===== src/rtl/core/sers_pkg.sv =====
package sers_pkg;

    // Stream geometry
    localparam int NUM_CHAN        = 3;
    localparam int PIX_W           = 8;
    localparam int MAX_WIDTH       = 1920;
    localparam int LB_ADDR_W       = $clog2(MAX_WIDTH);
    localparam int WIDTH_W         = 11;
    localparam int HEIGHT_W        = 16;

    // Gradient of one channel: |gx| + |gy| reaches 2040.
    localparam int GRAD_W          = 11;
    localparam int EDGE_MAX        = 255;

    // Each pixel leaves as three identical bytes.
    localparam int BEATS_PER_PIXEL = 3;
    localparam int BEAT_W          = 2;

    // Configuration channel
    localparam int CFG_INDEX_W     = 2;
    localparam int CFG_DATA_W      = 16;
    localparam int FRAME_WIDTH_RST  = 1920;
    localparam int FRAME_HEIGHT_RST = 1080;

    typedef enum logic [CFG_INDEX_W-1:0] {
        REG_FRAME_WIDTH  = 2'd0,
        REG_FRAME_HEIGHT = 2'd1
    } cfg_reg_t;

    typedef logic [PIX_W-1:0]     byte_t;
    typedef byte_t [NUM_CHAN-1:0] pix_t;
    typedef logic [LB_ADDR_W-1:0] lb_addr_t;
    typedef logic [GRAD_W-1:0]    grad_t;
    typedef grad_t [NUM_CHAN-1:0] grad_vec_t;

    // One line store word: the two previous rows at one column, all channels.
    typedef struct packed {
        pix_t older;
        pix_t prev;
    } lb_word_t;

    typedef struct packed {
        logic     en;
        lb_addr_t addr;
    } lb_rd_t;

    typedef struct packed {
        logic     en;
        lb_addr_t addr;
        lb_word_t data;
    } lb_wr_t;

    // Control that travels with a pixel down the pipeline.
    typedef struct packed {
        logic valid;
        logic last;
    } stage_ctl_t;

endpackage


===== src/rtl/core/sers_lane.sv =====
module sers_lane (
    input  logic            clk,
    input  logic            rst_n,
    input  logic            shift,
    input  sers_pkg::byte_t older,
    input  sers_pkg::byte_t prev,
    input  sers_pkg::byte_t pix,
    output sers_pkg::grad_t grad
);
    import sers_pkg::*;

    byte_t      col0_reg [3];
    byte_t      col1_reg [3];
    byte_t      cur [3];
    logic [9:0] gx_pos;
    logic [9:0] gx_neg;
    logic [9:0] gy_pos;
    logic [9:0] gy_neg;
    logic [9:0] gx_abs;
    logic [9:0] gy_abs;
    grad_t      grad_reg;
    grad_t      grad_next;

    // Newest column of the window: top row is the oldest line.
    always_comb
    begin
        cur[0] = older;
        cur[1] = prev;
        cur[2] = pix;
    end

    // Sobel kernels, split into positive and negative halves.
    always_comb
    begin
        gx_pos = {2'b00, cur[0]} + {1'b0, cur[1], 1'b0} + {2'b00, cur[2]};
        gx_neg = {2'b00, col0_reg[0]} + {1'b0, col0_reg[1], 1'b0} + {2'b00, col0_reg[2]};
        gy_pos = {2'b00, col0_reg[0]} + {1'b0, col1_reg[0], 1'b0} + {2'b00, cur[0]};
        gy_neg = {2'b00, col0_reg[2]} + {1'b0, col1_reg[2], 1'b0} + {2'b00, cur[2]};
        gx_abs = (gx_pos >= gx_neg) ? (gx_pos - gx_neg) : (gx_neg - gx_pos);
        gy_abs = (gy_pos >= gy_neg) ? (gy_pos - gy_neg) : (gy_neg - gy_pos);
        grad_next = {1'b0, gx_abs} + {1'b0, gy_abs};
    end

    // Window shifts left by one column as each pixel passes.
    always_ff @(posedge clk or negedge rst_n)
    begin
        if (!rst_n)
        begin
            for (int r = 0; r < 3; r++)
            begin
                col0_reg[r] <= '0;
                col1_reg[r] <= '0;
            end
        end
        else if (shift)
        begin
            for (int r = 0; r < 3; r++)
            begin
                col0_reg[r] <= col1_reg[r];
                col1_reg[r] <= cur[r];
            end
        end
    end

    // Gradient register of this lane.
    always_ff @(posedge clk)
    begin
        if (shift)
        begin
            grad_reg <= grad_next;
        end
    end

    assign grad = grad_reg;

endmodule


===== config.mk =====
export PLATFORM = sky130hd
export DESIGN_NAME = sers_lane
export DESIGN_NICKNAME = d
export VERILOG_FILES = /design/src/rtl/core/sers_pkg.sv /design/src/rtl/core/sers_lane.sv
export SDC_FILE = /design/constraint.sdc
export NUM_CORES = 1
export LEC_CHECK = 0
export ABC_AREA = 0
export BUFFER_PORTS_ARGS = -buffer_cell sky130_fd_sc_hd__buf_2
export CORE_ASPECT_RATIO = 0.6
export CORE_MARGIN = 1.5
export CORE_UTILIZATION = 56
export DETAILED_ROUTE_END_ITERATION = 12
export PLACE_DENSITY = 0.77
export SYNTH_ARGS = -nofsm -noshare
export SYNTH_HDL_FRONTEND = slang
export SYNTH_SLANG_ARGS = --single-unit

===== constraint.sdc =====
create_clock -name clk -period 7.05 [get_ports clk]
set_input_delay 0.3525 -clock clk [delete_from_list [all_inputs] [get_ports clk]]
set_output_delay 0.3525 -clock clk [all_outputs]
set_load 0.1 [all_outputs]

==> run metrics <==
DR vias=4,201; first drt pass iteration count=5; GPL Wtd Cong=roughly 0.87; Diodes inserted=0; post-route minimum period=between 6000 and 7000 ps; CP arrival=approximately 6200 ps; f_max=165 MHz; Post-DRT Antenna Nets=0; worst hold path class=input pin to async pin; #FFs+latches synth=59; Worst-Margin Slew=1060 ps; drt drc=0; unrepaired setup endpoints after global routing=no; Post-Syn Nets=717; Setup Viol. Count Final=0; first-pass GRT wire length=about 21,000 µm; Synth warnings=0; Distinct cells, synth=between 40 and 50; Final Skew=~7.2 ps; gr usage total=between 20% and 30%; vias in the first global route=roughly 4,300; type of origin of the critical path=flip-flop; Cells after Synth=~570; I/O Buffers=37; post-CTS sizing=0; cell taking the most area after synthesis=dfrtp_1; number of instances in the placed design=729; final hold viol count=0; r2r setup slk=between 900 and 1000 ps; Crit. End Element=flip-flop; H-tree Lvls=3; CP max FO=8; crit share post-route=between 80 and 90%; MaxCap Viol Count=0; Finished Layout Cells=745; Final Max Slew Viols=0; Ports=38; maximum clock insertion buffer count=2; Avg WL per Cell=approximately 17 µm; starting density of the core=roughly three fifths; area delta synth->final=9.64%; Syn Area/Cell=10.5 µm²; Total Wirelength=12,700 µm; die footprint=11,300 µm²; register area share after synthesis=between 20 and 30%; Total Neg Setup Slack=0 ps; Primary FF master, synth=dfrtp_1; Final Net Count=~750; fraction of layout cells with a size suffix above 1=a little under a fifth; Worst-Skew Late Latency=between 300 and 400 ps; largest net degree at the start of global routing=65; DRT iter0 DRCs=~210; CTS tree=yes; root buf cell=clkbuf_16; hold buffers post-CTS=0; Synth top area share=between 20 and 25%; initial antenna violation count=0; Worst EP required=between 7000 and 8000 ps; Slew Limit Headroom=between 20% and 30%; row cnt=28; Core Area=around 10,000 µm²; Die H=83.1 µm; post-CTS setup buffers=0; # clock sinks=59; Post-Syn Area=roughly 6000 µm²; Crit Path Category=flip-flop to flip-flop; number of flops mapped to enable cells by yosys=11; GRT overflow=0; async set-reset flop share out of synthesis=roughly four fifths; chip width=136 µm; vias per cell=between 5 and 6; status=finished clean; clock slew at reported path FFs=approximately 60 ps; DP Wirelength=10,400 µm; Num CTS Buffers=9; largest cells by area after synthesis=dfrtp_1 20%, ha_1 18%, fa_1 12%
per-stage QoR:
stage / cell area [µm²] / utilization, % / setup slack, ps / hold WS (ps)
3_3_place_gp: 6260 / 61.8 / 965 / 467
5_1_grt: 6560 / 64.8 / 597 / 268
6_report: 6560 / 64.8 / 978 / 190
3_5_place_dp: 6260 / 61.8 / 786 / 490
4_1_cts: 6560 / 64.8 / 990 / 239
2_1_floorplan: 5980 / - / 1470 / 56.9
kinds of logic after synthesis:
logic type,share of synthesized area (%)
xor gates and xnor gates,7.91
adders and majority gates,30.0
and+or+nand+nor,4.48
muxes,11.0
buffers and inverters,5.90
AOI/OAI and AO/OA,15.1
DFF,25.6
area by class of cell:
| cell class | count | area (µm²) |
|---|---|---|
| clock buffer | 10 | 250 |
| clock inverter | 6 | 47.5 |
| fill | 821 | 3570 |
| inverter | 70 | 263 |
| multi-input combinational | 426 | 4100 |
| sequential | 59 | 1530 |
| tap | 135 | 169 |
| timing repair buffer | 39 | 200 |
critical path, stage by stage (launching register included):
cell	delay [ps]
dfrtp_1	320
inv_1	90
fa_1	540
inv_1	40
ha_1	210
inv_1	70
fa_1	210
nor2b_1	60
o21ai_0	230
nand2b_1	130
a21o_1	210
a21o_1	230
xor2_1	160
ha_1	410
a211oi_2	220
nor2_1	80
a211o_1	280
a21oi_4	360
mux2i_1	270
xnor2_1	90
ha_1	330
nor2b_1	150
o21a_1	180
o21ai_0	170
nand2b_1	110
a311o_1	400
a31o_2	260
final timing paths:
check	depth (start not counted)	from	endpoint
setup / recovery	26	col0_reg[1]	grad[10]
hold / removal	1	rst_n	col0_reg[16]
setup reg to reg	26	col0_reg[1]	grad[10]
hold reg to reg	2	col1_reg[8]	col0_reg[8]
max in group asynchronous	1	rst_n	col1_reg[23]
min in group clk	2	older[1]	col1_reg[17]
synthesized netlist by cell type, drive strengths merged, types with 6 or more instances:
master / n
nor2: 9
mux2: 45
nor2b: 6
xor2: 25
o21ai: 28
fa: 37
a21oi: 40
xnor2: 29
inv: 70
dfrtp: 48
o21a: 10
nand2: 22
a21o: 31
edfxtp: 11
mux2i: 15
buf: 9
ha: 84
cell usage in the layout (no fill, tap or decap), types with 2 or more instances in the layout:
cell type and instances:
buf_4 2, and3_1 3, nor4_1 2, o21a_1 10, o21ai_0 27, ha_1 84, buf_2 37, nand3_1 4
a21o_1 29, dfrtp_1 48, mux2i_1 15, xnor2_1 29, edfxtp_1 11, a31oi_1 5, clkinv_4 3, a21oi_1 37
nand2b_1 5, xor2_1 25, o21bai_1 3, nand2_1 22, a21oi_4 2, inv_1 70, mux2_2 44, nor2b_1 6
a221oi_1 3, fa_1 37, o211ai_1 5, nor2_1 8, clkbuf_16 10, a21o_2 2, a31o_2 2
per-layer routing:
layer | track usage, % | up-vias | share of wire, %
met2 | 37.9 | 87 | 45
met4 | 4.93 | 0 | 0.85
met1 | 34.5 | 2056 | 49
met5 | 0 | - | 0
li1 | - | 2049 | -
met3 | 5.01 | 9 | 4.6
Power is left out: the tool's default activity adds up to more than one toggle a clock period on the data nets, which glitch-free logic cannot reach.
