`src/rtl/core/sers_pkg.sv`:
```
package sers_pkg;

    // Stream geometry
    localparam int NUM_CHAN        = 3;
    localparam int PIX_W           = 8;
    localparam int MAX_WIDTH       = 1920;
    localparam int LB_ADDR_W       = $clog2(MAX_WIDTH);
    localparam int WIDTH_W         = 11;
    localparam int HEIGHT_W        = 16;

    // Gradient of one channel: |gx| + |gy| reaches 2040.
    localparam int GRAD_W          = 11;
    localparam int EDGE_MAX        = 255;

    // Each pixel leaves as three identical bytes.
    localparam int BEATS_PER_PIXEL = 3;
    localparam int BEAT_W          = 2;

    // Configuration channel
    localparam int CFG_INDEX_W     = 2;
    localparam int CFG_DATA_W      = 16;
    localparam int FRAME_WIDTH_RST  = 1920;
    localparam int FRAME_HEIGHT_RST = 1080;

    typedef enum logic [CFG_INDEX_W-1:0] {
        REG_FRAME_WIDTH  = 2'd0,
        REG_FRAME_HEIGHT = 2'd1
    } cfg_reg_t;

    typedef logic [PIX_W-1:0]     byte_t;
    typedef byte_t [NUM_CHAN-1:0] pix_t;
    typedef logic [LB_ADDR_W-1:0] lb_addr_t;
    typedef logic [GRAD_W-1:0]    grad_t;
    typedef grad_t [NUM_CHAN-1:0] grad_vec_t;

    // One line store word: the two previous rows at one column, all channels.
    typedef struct packed {
        pix_t older;
        pix_t prev;
    } lb_word_t;

    typedef struct packed {
        logic     en;
        lb_addr_t addr;
    } lb_rd_t;

    typedef struct packed {
        logic     en;
        lb_addr_t addr;
        lb_word_t data;
    } lb_wr_t;

    // Control that travels with a pixel down the pipeline.
    typedef struct packed {
        logic valid;
        logic last;
    } stage_ctl_t;

endpackage

```
`src/rtl/core/sers_if.sv`:
```


// Result channel: one beat carries one output byte.
interface sers_res_if;
    import sers_pkg::*;

    logic  valid;
    logic  ready;
    byte_t edge_value;
    logic  frame_end;

    modport source (output valid, output edge_value, output frame_end, input ready);
    modport sink   (input valid, input edge_value, input frame_end, output ready);
endinterface


```
`src/rtl/core/sers_merge_out.sv`:
```
module sers_merge_out (
    input  logic                 clk,
    input  logic                 rst_n,
    input  sers_pkg::stage_ctl_t s2,
    input  sers_pkg::grad_vec_t  grad,
    output logic                 take,
    sers_res_if.source           result
);
    import sers_pkg::*;

    logic [GRAD_W+1:0]   sum;
    logic [GRAD_W-1:0]   quot;
    byte_t               sat;
    logic                ob_valid_reg;
    byte_t               value_reg;
    logic                last_reg;
    logic [BEAT_W-1:0]   beat_reg;
    logic                out_fire;
    logic                final_beat;

    // Weighted channel merge, truncating divide by four, clamp to a byte.
    always_comb
    begin
        sum  = {1'b0, grad[0], 1'b0} + {2'b00, grad[1]} + {2'b00, grad[2]};
        quot = sum[GRAD_W+1:2];
        sat  = (quot > GRAD_W'(EDGE_MAX)) ? byte_t'(EDGE_MAX) : quot[PIX_W-1:0];
    end

    assign out_fire   = result.valid && result.ready;
    assign final_beat = (beat_reg == BEAT_W'(BEATS_PER_PIXEL - 1));
    assign take       = s2.valid && (!ob_valid_reg || (out_fire && final_beat));

    // Output buffer repeats the merged byte for each beat of the pixel.
    always_ff @(posedge clk or negedge rst_n)
    begin
        if (!rst_n)
        begin
            ob_valid_reg <= 1'b0;
            beat_reg     <= '0;
        end
        else if (take)
        begin
            ob_valid_reg <= 1'b1;
            beat_reg     <= '0;
        end
        else if (out_fire)
        begin
            if (final_beat)
            begin
                ob_valid_reg <= 1'b0;
            end
            else
            begin
                beat_reg <= beat_reg + 1'b1;
            end
        end
    end

    always_ff @(posedge clk)
    begin
        if (take)
        begin
            value_reg <= sat;
            last_reg  <= s2.last;
        end
    end

    assign result.valid      = ob_valid_reg;
    assign result.edge_value = value_reg;
    assign result.frame_end  = last_reg && final_beat;

endmodule

```
`src/flat_wrapper.sv`:
```
// flat-port wrapper written by rule: the top's interface ports become plain ports
module sers_merge_out_flat import sers_pkg::*;
  (clk, rst_n, s2, grad, take, result_valid, result_edge_value, result_frame_end, result_ready);
  sers_res_if result_i ();
  input  logic clk;
  input  logic rst_n;
  input  sers_pkg::stage_ctl_t s2;
  input  sers_pkg::grad_vec_t grad;
  output logic take;
  output wire logic [$bits(result_i.valid)-1:0] result_valid;
  output wire logic [$bits(result_i.edge_value)-1:0] result_edge_value;
  output wire logic [$bits(result_i.frame_end)-1:0] result_frame_end;
  input wire logic [$bits(result_i.ready)-1:0] result_ready;
  assign result_valid = result_i.valid;
  assign result_edge_value = result_i.edge_value;
  assign result_frame_end = result_i.frame_end;
  assign result_i.ready = result_ready;
  sers_merge_out u_core (.clk(clk), .rst_n(rst_n), .s2(s2), .grad(grad), .take(take), .result(result_i));
endmodule
```
`config.mk`:
```
export PLATFORM = sky130hd
export DESIGN_NAME = sers_merge_out_flat
export DESIGN_NICKNAME = d
export VERILOG_FILES = /design/src/rtl/core/sers_pkg.sv /design/src/rtl/core/sers_if.sv /design/src/rtl/core/sers_merge_out.sv /design/src/flat_wrapper.sv
export SDC_FILE = /design/constraint.sdc
export NUM_CORES = 1
export LEC_CHECK = 0
export BUFFER_PORTS_ARGS = -buffer_cell sky130_fd_sc_hd__buf_2
export CAP_MARGIN = 20
export CELL_PAD_IN_SITES_DETAIL_PLACEMENT = 1
export CELL_PAD_IN_SITES_GLOBAL_PLACEMENT = 1
export CORE_MARGIN = 1.5
export CORE_UTILIZATION = 30
export DETAILED_ROUTE_END_ITERATION = 10
export PLACE_DENSITY_LB_ADDON = 0.1
export RECOVER_POWER = 100
export SKIP_LAST_GASP = 1
export SYNTH_ARGS = -nofsm -noshare
export SYNTH_HDL_FRONTEND = slang
export SYNTH_SLANG_ARGS = --single-unit
```
`constraint.sdc`:
```
create_clock -name clk -period 1.5 [get_ports clk]
set_input_delay 0.45 -clock clk [delete_from_list [all_inputs] [get_ports clk]]
set_output_delay 0.45 -clock clk [all_outputs]
set_load 0.005 [all_outputs]
```
==> results.py, run 1 <==
metrics = {
    "floorplan": {
        "core_sq_mm": 0.003744,
        "die_h_microns": 65.95,
        "core.rowCount": 22,
        "fp.dieW_microns": 65.95,
        "die-area_sq_mm": 0.004349,
        "start_util_pct": 31.75,
        "io_pins": 49,
    },
    "critical_path": {
        "cp-start-kind": "primary input",
        "crit_slowest_cell": "fa_1",
        "worstSetupEndpointType": "flip-flop",
        "critPathKind": "primary input to flip-flop",
        "path_max_fanout": 8,
        "cp_top_family": "compound AO/OA/AOI/OAI gates",
        "worst-path-stages": 11,
        "regToRegSetupSlack_ns": 0.06,
        "required_ns": 1.60,
        "crit_start": "grad[23]",
        "worstRegToRegCells": 5,
        "critPathCapture": "u_core.result.edge_value[7]",
        "regToRegEndpoint": "u_core.result.edge_value[1]",
        "reg2reg_from": "u_core.beat_reg[0]",
        "slowest_delay_ns": 0.53,
        "crit_buf_inv": 2,
        "cp_cell_sequence": "buf_6, inv_2, fa_1, and3b_2, fa_2, a21o_1, a221oi_4, o2bb2ai_2, a32o_2, a31o_4, nand4_1",
        "arrival_ns": 2.86,
    },
    "grt": {
        "first_global_vias": 1219,
        "grt_use_total_pct": 14.57,
        "grt_overflow": 0,
        "grt_max_degree": 10,
        "grt_pass1_wl_microns": 5057,
        "antenna_found_initial": 0,
    },
    "clock_network": {
        "cts_tree": "done",
        "cts_inserted_buffers": 3,
        "clk_latency_ns": 0.24,
        "clockBufferDepth": 2,
        "htree_levels": 1,
        "clk_pin_slew_ns": 0.05,
        "clkSinkCount": 12,
        "cts-root-buf": "clkbuf_8",
    },
    "sta": {
        "max_freq_mhz": 361.8,
        "setup_violations": 10,
        "fin_setup_tns_ns": -10.26,
        "tightest_slew_ns": 0.2662,
        "hold_viol_final": 0,
        "rsz0062_at_grt": "true",
        "fin_skew_ns": 0.002205,
        "relSlewSlack_pct": 82.25,
        "fin_crit_sh_pct": 184.3,
        "period_needed_ns": 2.764,
        "layout_setup_ws_ns": -1.264,
        "report.final.slew_viol_count": 0,
    },
    "placed_design": {
        "gp_congestion": 0.7076,
        "pre_cts_ws_ns": -1.581,
        "post-dp-hpwl_microns": 2589,
        "portBuffers": 48,
    },
    "routing": {
        "first_iter_violations": 43,
        "drtPass1Iterations": 4,
        "drtAntennaViolNets": 0,
        "wl_per_cell_microns": 13.01,
        "drc_errors": 0,
        "via_count": 1153,
        "viasPerCell": 4.927,
        "totalWireLength_microns": 3044,
    },
    "logic_synthesis": {
        "synth.area.top_cells": "edfxtp_1 23%, fa_1 19%, ha_1 12%",
        "synth-async-reset-ratio_pct": 25.00,
        "synth_flop_cell": "edfxtp_1",
        "ys_ff_latch": 12,
        "synth.yosys.seq_area_share_pct": 29.05,
        "yosys.area.top_type": "edfxtp_1",
        "synth_warnings": 0,
        "synth_cell_types": 38,
        "syn_area_sq_mm": 0.001189,
        "synth_cells": 101,
        "synth_top_area_share_pct": 22.74,
        "synth-edff-count": 9,
        "synth_fp_nets": 161,
        "synth_area_per_cell_sq_um": 11.77,
    },
    "layout": {
        "final_common_cell": "buf_2",
        "final_cell_mix": "38 x buf_2, 31 x buf_4, 11 x ha_1",
        "multiInputGateArea_sq_um": 824.5,
        "regArea_sq_um": 345.3,
        "fill_cells": 436,
        "drive_gt1_share_pct": 50.54,
        "largest_register_ffs": 8,
        "n_antenna_cell": 0,
        "area_delta_synth_final_pct": 52.53,
        "fin_nets": 247,
    },
    "run": {
        "drv_cap": 0,
    },
    "power_and_ir_drop": {
        "leakagePower_uw": 0.0008421,
        "vdd_drop_max_mv": 0.3010,
        "power_uw": 1952,
        "cellPowerDensity_mw_per_mm2": 1076,
    },
    "worst_hold_path": {
        "worstHoldPathType": "primary input to flip-flop",
        "min_from": "s2[0]",
    },
    "status": {
        "outcome": "complete, but fails checks",
        "violations": "negative setup slack",
    },
}
[synth_stat cells, types with 2 or more instances]
cell type,instances
nor2_1,3
nor2b_1,2
nand2_1,3
o21ai_0,2
a21o_1,5
nand4_1,8
edfxtp_1,9
a21oi_1,4
a22o_1,2
fa_1,11
xor2_1,2
xnor2_1,4
ha_1,11
inv_1,8
dfrtp_1,3
a311o_2,2
[metrics by stage]
step / hold WS (ns) / utilization (%) / cells / instance area [sq um]
2_1_floorplan: 0.1544 / - / 101 / 1202
3_3_place_gp: 0.2433 / 45.35 / 223 / 1698
3_5_place_dp: 0.2545 / 45.35 / 223 / 1698
4_1_cts: 0.003418 / 47.93 / 230 / 1794
5_1_grt: 0.3933 / 48.43 / 234 / 1813
6_report: 0.3868 / 48.43 / 234 / 1813
[power by group]
part           switching (uW)  leakage [uW]  internal [uW]  total, uW
sequential               33.1      0.000105            430        463
clock                     109     0.0000228            186        296
combinational             552      0.000714            641       1190
[layout make-up]
| type | instances | share of cell area, % |
|---|---|---|
| clock buffers | 4 | 2.484 |
| inverters | 8 | 2.070 |
| multi-input cells | 81 | 45.48 |
| flip-flops and latches | 12 | 19.05 |
| well taps | 48 | 3.313 |
| repair buffers | 81 | 27.61 |
[worst min-delay path by stage]
stage	cells after the start	slack, ns	to
after floorplan	0	0.15	u_core.beat_reg[0]
after detailed placement	1	0.25	u_core.beat_reg[1]
final	1	0.39	u_core.last_reg
after global placement	1	0.24	u_core.beat_reg[1]
after CTS	1	0.003	u_core.beat_reg[1]
after global routing	1	0.39	u_core.last_reg
[cell families after synthesis]
group / synth area share [%]
AO/OA/AOI/OAI: 21.37
AND/OR/NAND/NOR: 11.68
adder cells (fa/ha/maj): 30.10
flip-flops: 29.05
buffers and inverters: 2.526
XOR/XNOR: 4.421
multiplexers: 0.8421
[worst register-to-register path, cell delays in order (launching register included)]
cell and delay, ns:
dfrtp_1 0.39, inv_1 0.08, ha_1 0.22, a21boi_2 0.08, nor2b_1 0.15, clkbuf_4 0.23
[per-layer routing]
layer  track usage [%]  wire length, microns
met3             1.363                   133
met2             27.90                  1635
met5                 0                     0
met1             17.20                  1261
met4             3.827                    13
[what timing repair did]
action	CTS	global route
hold endpoints to repair	0	3
gates resized for setup	8	3
setup endpoints to repair	10	10
pin swaps	10	8
buffers inserted	3	3
gates cloned	0	0
hold buffers	0	1
Note: power is estimated with default switching activity, not from simulation.
==> run 2, diff against run 1 <==
Settings changed: BUFFER_PORTS_ARGS -buffer_cell sky130_fd_sc_hd__buf_2 to -buffer_cell sky130_fd_sc_hd__buf_4.
==> run 2 against run 1 <==
Final cell count decreased by 0.85%; flip-flop and latch count unchanged; the run still ends with negative setup slack left; register-to-register slack improved by 0.03 ns; global-route usage increased by 0.67 points; largest cell class unchanged; utilization increased by 2.7 points; total power decreased by 1.6%.
==> results.py, run 2 (same netlist as run 1, synthesis figures left out) <==
metrics = {
    "sta": {
        "period_needed_ns": 2.698,
        "fin_skew_ns": 0.002253,
        "max_freq_mhz": 370.7,
        "fin_setup_tns_ns": -9.810,
        "setup_violations": 10,
        "hold_viol_final": 0,
        "tightest_slew_ns": 0.2667,
        "layout_setup_ws_ns": -1.198,
        "report.final.slew_viol_count": 0,
        "rsz0062_at_grt": "true",
        "fin_crit_sh_pct": 179.9,
        "relSlewSlack_pct": 82.22,
    },
    "layout": {
        "final_core_util_pct": 51.17,
        "fin_nets": 245,
        "instances_no_fill": 232,
        "area_delta_synth_final_pct": 61.16,
        "largest_register_ffs": 8,
        "final_cell_mix": "65 x buf_4, 11 x ha_1, 10 x fa_1, 10 x clkbuf_4, 9 x edfxtp_1",
        "n_antenna_cell": 0,
        "final_common_cell": "buf_4",
        "stdcell_area_sq_mm": 0.001916,
        "drive_gt1_share_pct": 52.72,
    },
    "critical_path": {
        "worstRegToRegCells": 5,
        "crit_slowest_cell": "fa_1",
        "critPathKind": "primary input to flip-flop",
        "slowest_delay_ns": 0.52,
        "worstSetupEndpointType": "flip-flop",
        "cp-start-kind": "primary input",
        "crit_buf_inv": 2,
        "worst-path-stages": 11,
        "path_max_fanout": 8,
        "cp_cell_sequence": "buf_8, inv_8, fa_1, and3b_2, fa_2, a21o_1, a221oi_4, o2bb2ai_2, a32o_2, a31o_4, nand4b_1",
        "cp_top_family": "compound AO/OA/AOI/OAI gates",
        "arrival_ns": 2.80,
        "regToRegSetupSlack_ns": 0.09,
        "required_ns": 1.60,
    },
    "power_and_ir_drop": {
        "leakagePower_uw": 0.0008879,
        "vdd_drop_max_mv": 0.3295,
        "cellPowerDensity_mw_per_mm2": 1002,
    },
    "routing": {
        "viasPerCell": 4.789,
        "drtAntennaViolNets": 0,
        "first_iter_violations": 30,
        "via_count": 1111,
        "totalWireLength_microns": 2925,
        "wl_per_cell_microns": 12.61,
        "drc_errors": 0,
        "drtPass1Iterations": 4,
    },
    "grt": {
        "first_global_vias": 1196,
        "grt_use_total_pct": 15.24,
        "grt_pass1_wl_microns": 5140,
        "antenna_found_initial": 0,
        "grt_max_degree": 10,
        "grt_overflow": 0,
    },
    "placed_design": {
        "dpl-instance-area_sq_mm": 0.001818,
        "post-dp-hpwl_microns": 2655,
        "portBuffers": 48,
        "gp_congestion": 0.7196,
        "place_inst": 223,
    },
    "clock_network": {
        "clk_pin_slew_ns": 0.05,
        "clk_latency_ns": 0.24,
        "cts_tree": "done",
        "htree_levels": 1,
        "cts_inserted_buffers": 3,
        "cts-root-buf": "clkbuf_8",
        "clockBufferDepth": 2,
        "clkSinkCount": 12,
    },
    "floorplan": {
        "start_util_pct": 31.75,
        "die-area_sq_mm": 0.004349,
        "io_pins": 49,
        "core.rowCount": 22,
        "fp.dieW_microns": 65.95,
        "die_h_microns": 65.95,
        "core_sq_mm": 0.003744,
    },
    "status": {
        "violations": "negative setup slack",
        "outcome": "complete, but fails checks",
    },
    "worst_hold_path": {
        "hold_depth": 1,
        "worstHoldPathType": "primary input to flip-flop",
    },
    "run": {
        "drv_cap": 0,
    },
}
[run 2: cell count changes in the layout (fill, tap and decap cells not counted), sizes merged]
| cell | before | now |
|---|---|---|
| buf | 72 | 67 |
| clkbuf | 12 | 15 |
[run 2: final timing paths]
check / start / end
max in group asynchronous: rst_n / u_core.beat_reg[0]
min reg2reg: u_core.beat_reg[0] / u_core.beat_reg[0]
min: s2[0] / u_core.last_reg
max: grad[0] / u_core.result.edge_value[0]
max reg2reg: u_core.beat_reg[0] / u_core.result.edge_value[6]
min in group asynchronous: rst_n / u_core.result.valid
[run 2: metal layers]
metal	GRT usage (%)	share of wire, %	vias up
met4	4.592	1.3	0
met2	29.04	53	34
met1	17.47	41	521
li1	-	-	552
met3	2.044	4.6	4
met5	0	0	-
[run 2: worst reg2reg max path: cells and delay by family, from the launching register on]
| kind | cells | cell delay (ns) |
|---|---|---|
| flops | 1 | 0.37 |
| buf+inv | 2 | 0.30 |
| fa+ha+maj | 1 | 0.22 |
| simple gates | 1 | 0.16 |
| compound gates | 1 | 0.07 |
[run 2: layout make-up]
class / count / area (sq um)
inverter: 8 / 37.54
fill: 438 / 1828
tap: 48 / 60.06
clock buffer: 4 / 45.04
timing repair buffer: 79 / 603.1
sequential: 12 / 345.3
multi-input combinational: 81 / 824.5
[run 2: metrics by stage]
step,total power [uW],setup slack (ns),hold WS [ns]
after floorplan,1103,-1.303,0.1544
final,1920,-1.198,0.4158
after global routing,2098,-1.319,0.4068
after global placement,1536,-1.466,0.2379
after CTS,1974,-1.215,0.3875
after detailed placement,1599,-1.546,0.2454
[run 2: repair_timing]
item                       CTS  global route
setup endpoints to repair   10            10
pin swaps                    3             1
hold buffers                 1             0
hold endpoints to repair     3             0
buffers inserted             2             2
gates resized for setup      9             0
[run 2: power by group]
group | internal, uW | total, uW | leakage [uW] | switching [uW]
combinational | 645 | 1170 | 0.000760 | 522
clock | 186 | 294 | 0.0000228 | 108
sequential | 430 | 458 | 0.000105 | 28.5
total | 1260 | 1920 | 0.000888 | 659
==> run 3, diff against run 2 <==
Settings changed: ABC_AREA from default to 1.
==> run 3 against run 2 <==
The run still ends with negative setup slack left; first-iteration DRC count grew 30%; utilization is 2.2 points higher; critical path depth is 2 higher; final cell count up 26%; combinational power increased by 37%; clock power about the same; clock-buffer cell count fell by 1; largest cell class unchanged.
==> results.py, run 3 <==
metrics = {
    "status": {
        "outcome": "complete, but fails checks",
        "violations": "negative setup slack",
    },
    "critical_path": {
        "required_ns": 1.48,
        "critPathKind": "primary input to flip-flop",
        "path_max_fanout": 8,
        "slowest_delay_ns": 0.58,
        "cp-start-kind": "primary input",
        "reg2reg_from": "u_core.beat_reg[0]",
        "cp_cell_sequence": "buf_4, fa_1, ha_4, nand2_4, inv_2, nand2_1, nand2_1, nand2_2, nand3_2, nand2_2, nand2_4, nor2_8, nand3_2",
        "worstSetupEndpointType": "flip-flop",
        "crit_slowest_cell": "fa_1",
        "regToRegSetupSlack_ns": 0.04,
        "cp_top_family": "simple AND/OR/NAND/NOR gates",
        "arrival_ns": 2.27,
        "regToRegEndpoint": "u_core.result.edge_value[6]",
        "worstRegToRegCells": 5,
        "crit_buf_inv": 2,
    },
    "logic_synthesis": {
        "synth_adder_area_share_pct": 26.51,
        "ys_ff_latch": 12,
        "synthSimpleGateAreaFrac_pct": 30.49,
        "synth_compound_gate_area_share_pct": 5.468,
        "yosys.area.top_type": "edfxtp_1",
        "synth_area_per_cell_sq_um": 8.438,
        "syn_area_sq_mm": 0.001350,
        "synth.area.top_cells": "edfxtp_1 20%, fa_1 16%, nand2_1 11%",
        "synth_fp_nets": 220,
        "yosys.area_share.xor_xnor_pct": 3.244,
        "post-synth-top-count-cell": "nand2_1",
        "synth-async-reset-ratio_pct": 25.00,
        "netlist_top_cells_count": "41 x nand2_1, 27 x inv_1, 11 x fa_1, 11 x ha_1, 11 x nor2_1",
        "synth_top_family_by_area": "simple AND/OR/NAND/NOR gates",
        "synth.yosys.seq_area_share_pct": 25.58,
        "muxShareOfSynthArea_pct": 0.7414,
        "synth-edff-count": 9,
        "synth_cell_types": 25,
        "synth_top_area_share_pct": 20.02,
        "synth_cells": 160,
        "synth_flop_cell": "edfxtp_1",
        "synth_warnings": 0,
    },
    "layout": {
        "final_cell_mix": "57 x buf_4, 32 x nand2_1, 19 x inv_1",
        "area_delta_synth_final_pct": 72.10,
        "n_antenna_cell": 0,
        "final_core_util_pct": 53.36,
        "final_common_cell": "buf_4",
        "drive_gt1_share_pct": 56.85,
        "fin_nets": 302,
        "largest_register_ffs": 8,
    },
    "sta": {
        "period_needed_ns": 2.294,
        "hold_viol_final": 0,
        "layout_setup_ws_ns": -0.7938,
        "tightest_slew_ns": 0.3072,
        "fin_skew_ns": 0.002511,
        "setup_violations": 10,
        "fin_crit_sh_pct": 152.9,
        "report.final.slew_viol_count": 0,
        "fin_setup_tns_ns": -6.488,
        "max_freq_mhz": 436.0,
        "rsz0062_at_grt": "true",
        "relSlewSlack_pct": 79.36,
    },
    "routing": {
        "first_iter_violations": 39,
        "totalWireLength_microns": 3913,
        "drtPass1Iterations": 4,
        "via_count": 1341,
        "drc_errors": 0,
        "drtAntennaViolNets": 0,
        "wl_per_cell_microns": 13.35,
        "viasPerCell": 4.577,
    },
    "floorplan": {
        "io_pins": 49,
        "core_sq_mm": 0.004354,
        "core.rowCount": 24,
        "die-area_sq_mm": 0.004912,
        "start_util_pct": 31.01,
        "die_h_microns": 70.09,
        "fp.dieW_microns": 70.09,
    },
    "grt": {
        "grt_pass1_wl_microns": 6644,
        "grt_use_total_pct": 16.73,
        "grt_overflow": 0,
        "grt_max_degree": 10,
        "first_global_vias": 1486,
        "antenna_found_initial": 0,
    },
    "placed_design": {
        "gp_congestion": 0.8764,
        "post-dp-hpwl_microns": 3376,
        "portBuffers": 48,
    },
    "clock_network": {
        "cts_tree": "done",
        "clkSinkCount": 12,
        "cts-root-buf": "clkbuf_8",
        "htree_levels": 1,
        "cts_inserted_buffers": 3,
        "clockBufferDepth": 2,
        "clk_latency_ns": 0.24,
        "clk_pin_slew_ns": 0.05,
    },
    "power_and_ir_drop": {
        "vdd_drop_max_mv": 0.3347,
        "cellPowerDensity_mw_per_mm2": 1013,
        "leakagePower_uw": 0.001099,
    },
    "run": {
        "drv_cap": 0,
    },
    "worst_hold_path": {
        "worstHoldPathType": "primary input to flip-flop",
        "hold-path-endpoint": "u_core.last_reg",
        "hold_depth": 1,
        "min_from": "s2[0]",
    },
}
-- run 3: changes by cell type after synthesis, sizes merged, moves of 3 or more --
cell | before | now
nand4 | 8 | 2
nand2 | 4 | 44
a21oi | 5 | 8
nand3 | 1 | 19
nor2 | 3 | 13
inv | 8 | 28
a21o | 5 | 0
-- run 3: repair_timing --
item	4_1_cts	5_1_grt
hold endpoints to repair	3	0
setup buffers	1	3
pin swaps	34	19
setup endpoints to repair	10	10
hold buffers	1	0
resized for setup	32	25
-- run 3: how the worst max path moves through the flow --
stage	from	slack (ns)	to	depth (start not counted)
global placement	grad[7]	-1.11	u_core.result.edge_value[0]	11
CTS	grad[31]	-0.76	u_core.result.edge_value[5]	11
floorplan	grad[23]	-0.87	u_core.result.edge_value[0]	12
finish	grad[4]	-0.79	u_core.result.edge_value[5]	13
global route	grad[4]	-0.90	u_core.result.edge_value[5]	12
detailed placement	grad[8]	-1.15	u_core.result.edge_value[5]	11
-- run 3: logic make-up (layout without fill, tap and decap cells) --
logic type,Yosys count,in the layout
xor gates and xnor gates,5,5
and+or+nand+nor,81,81
DFF,12,12
buffers and inverters,28,109
muxes,1,1
adders and majority gates,22,22
AOI/OAI and AO/OA,11,11
-- run 3: power breakdown --
group	total (uW)	switching (uW)	internal, uW	leakage [uW]
clock	291	111	180	0.0000231
combinational	1600	804	791	0.000966
sequential	467	28.5	439	0.000109
total	2350	944	1410	0.00110
-- run 3: layer usage --
layer,track usage [%],vias up,wire length (microns)
li1,-,672,-
met1,19.11,639,1499
met2,33.76,26,2287
met3,1.010,4,90
met4,3.205,0,36
met5,0,-,0
-- run 3: cell type report --
type | count | area, sq um
fillers | 497 | 2031
multi-input cells | 120 | 1150
repair buffers | 77 | 600.6
flip-flops and latches | 12 | 345.3
inverters | 28 | 117.6
well taps | 52 | 65.06
clock buffers | 3 | 41.29
clock inverters | 1 | 3.754
-- run 3: stage by stage --
stage | instances | worst slack [ns] | power (uW) | cell area (sq um) | hold slack (ns)
after CTS | 290 | -0.7567 | 2273 | 2242 | 0.3852
after global routing | 293 | -0.9026 | 2538 | 2323 | 0.4133
after floorplan | 160 | -0.8660 | 1205 | 1378 | 0.1544
after detailed placement | 284 | -1.150 | 1734 | 1983 | 0.2438
final | 293 | -0.7938 | 2353 | 2323 | 0.4112
after global placement | 284 | -1.115 | 1675 | 1983 | 0.2393
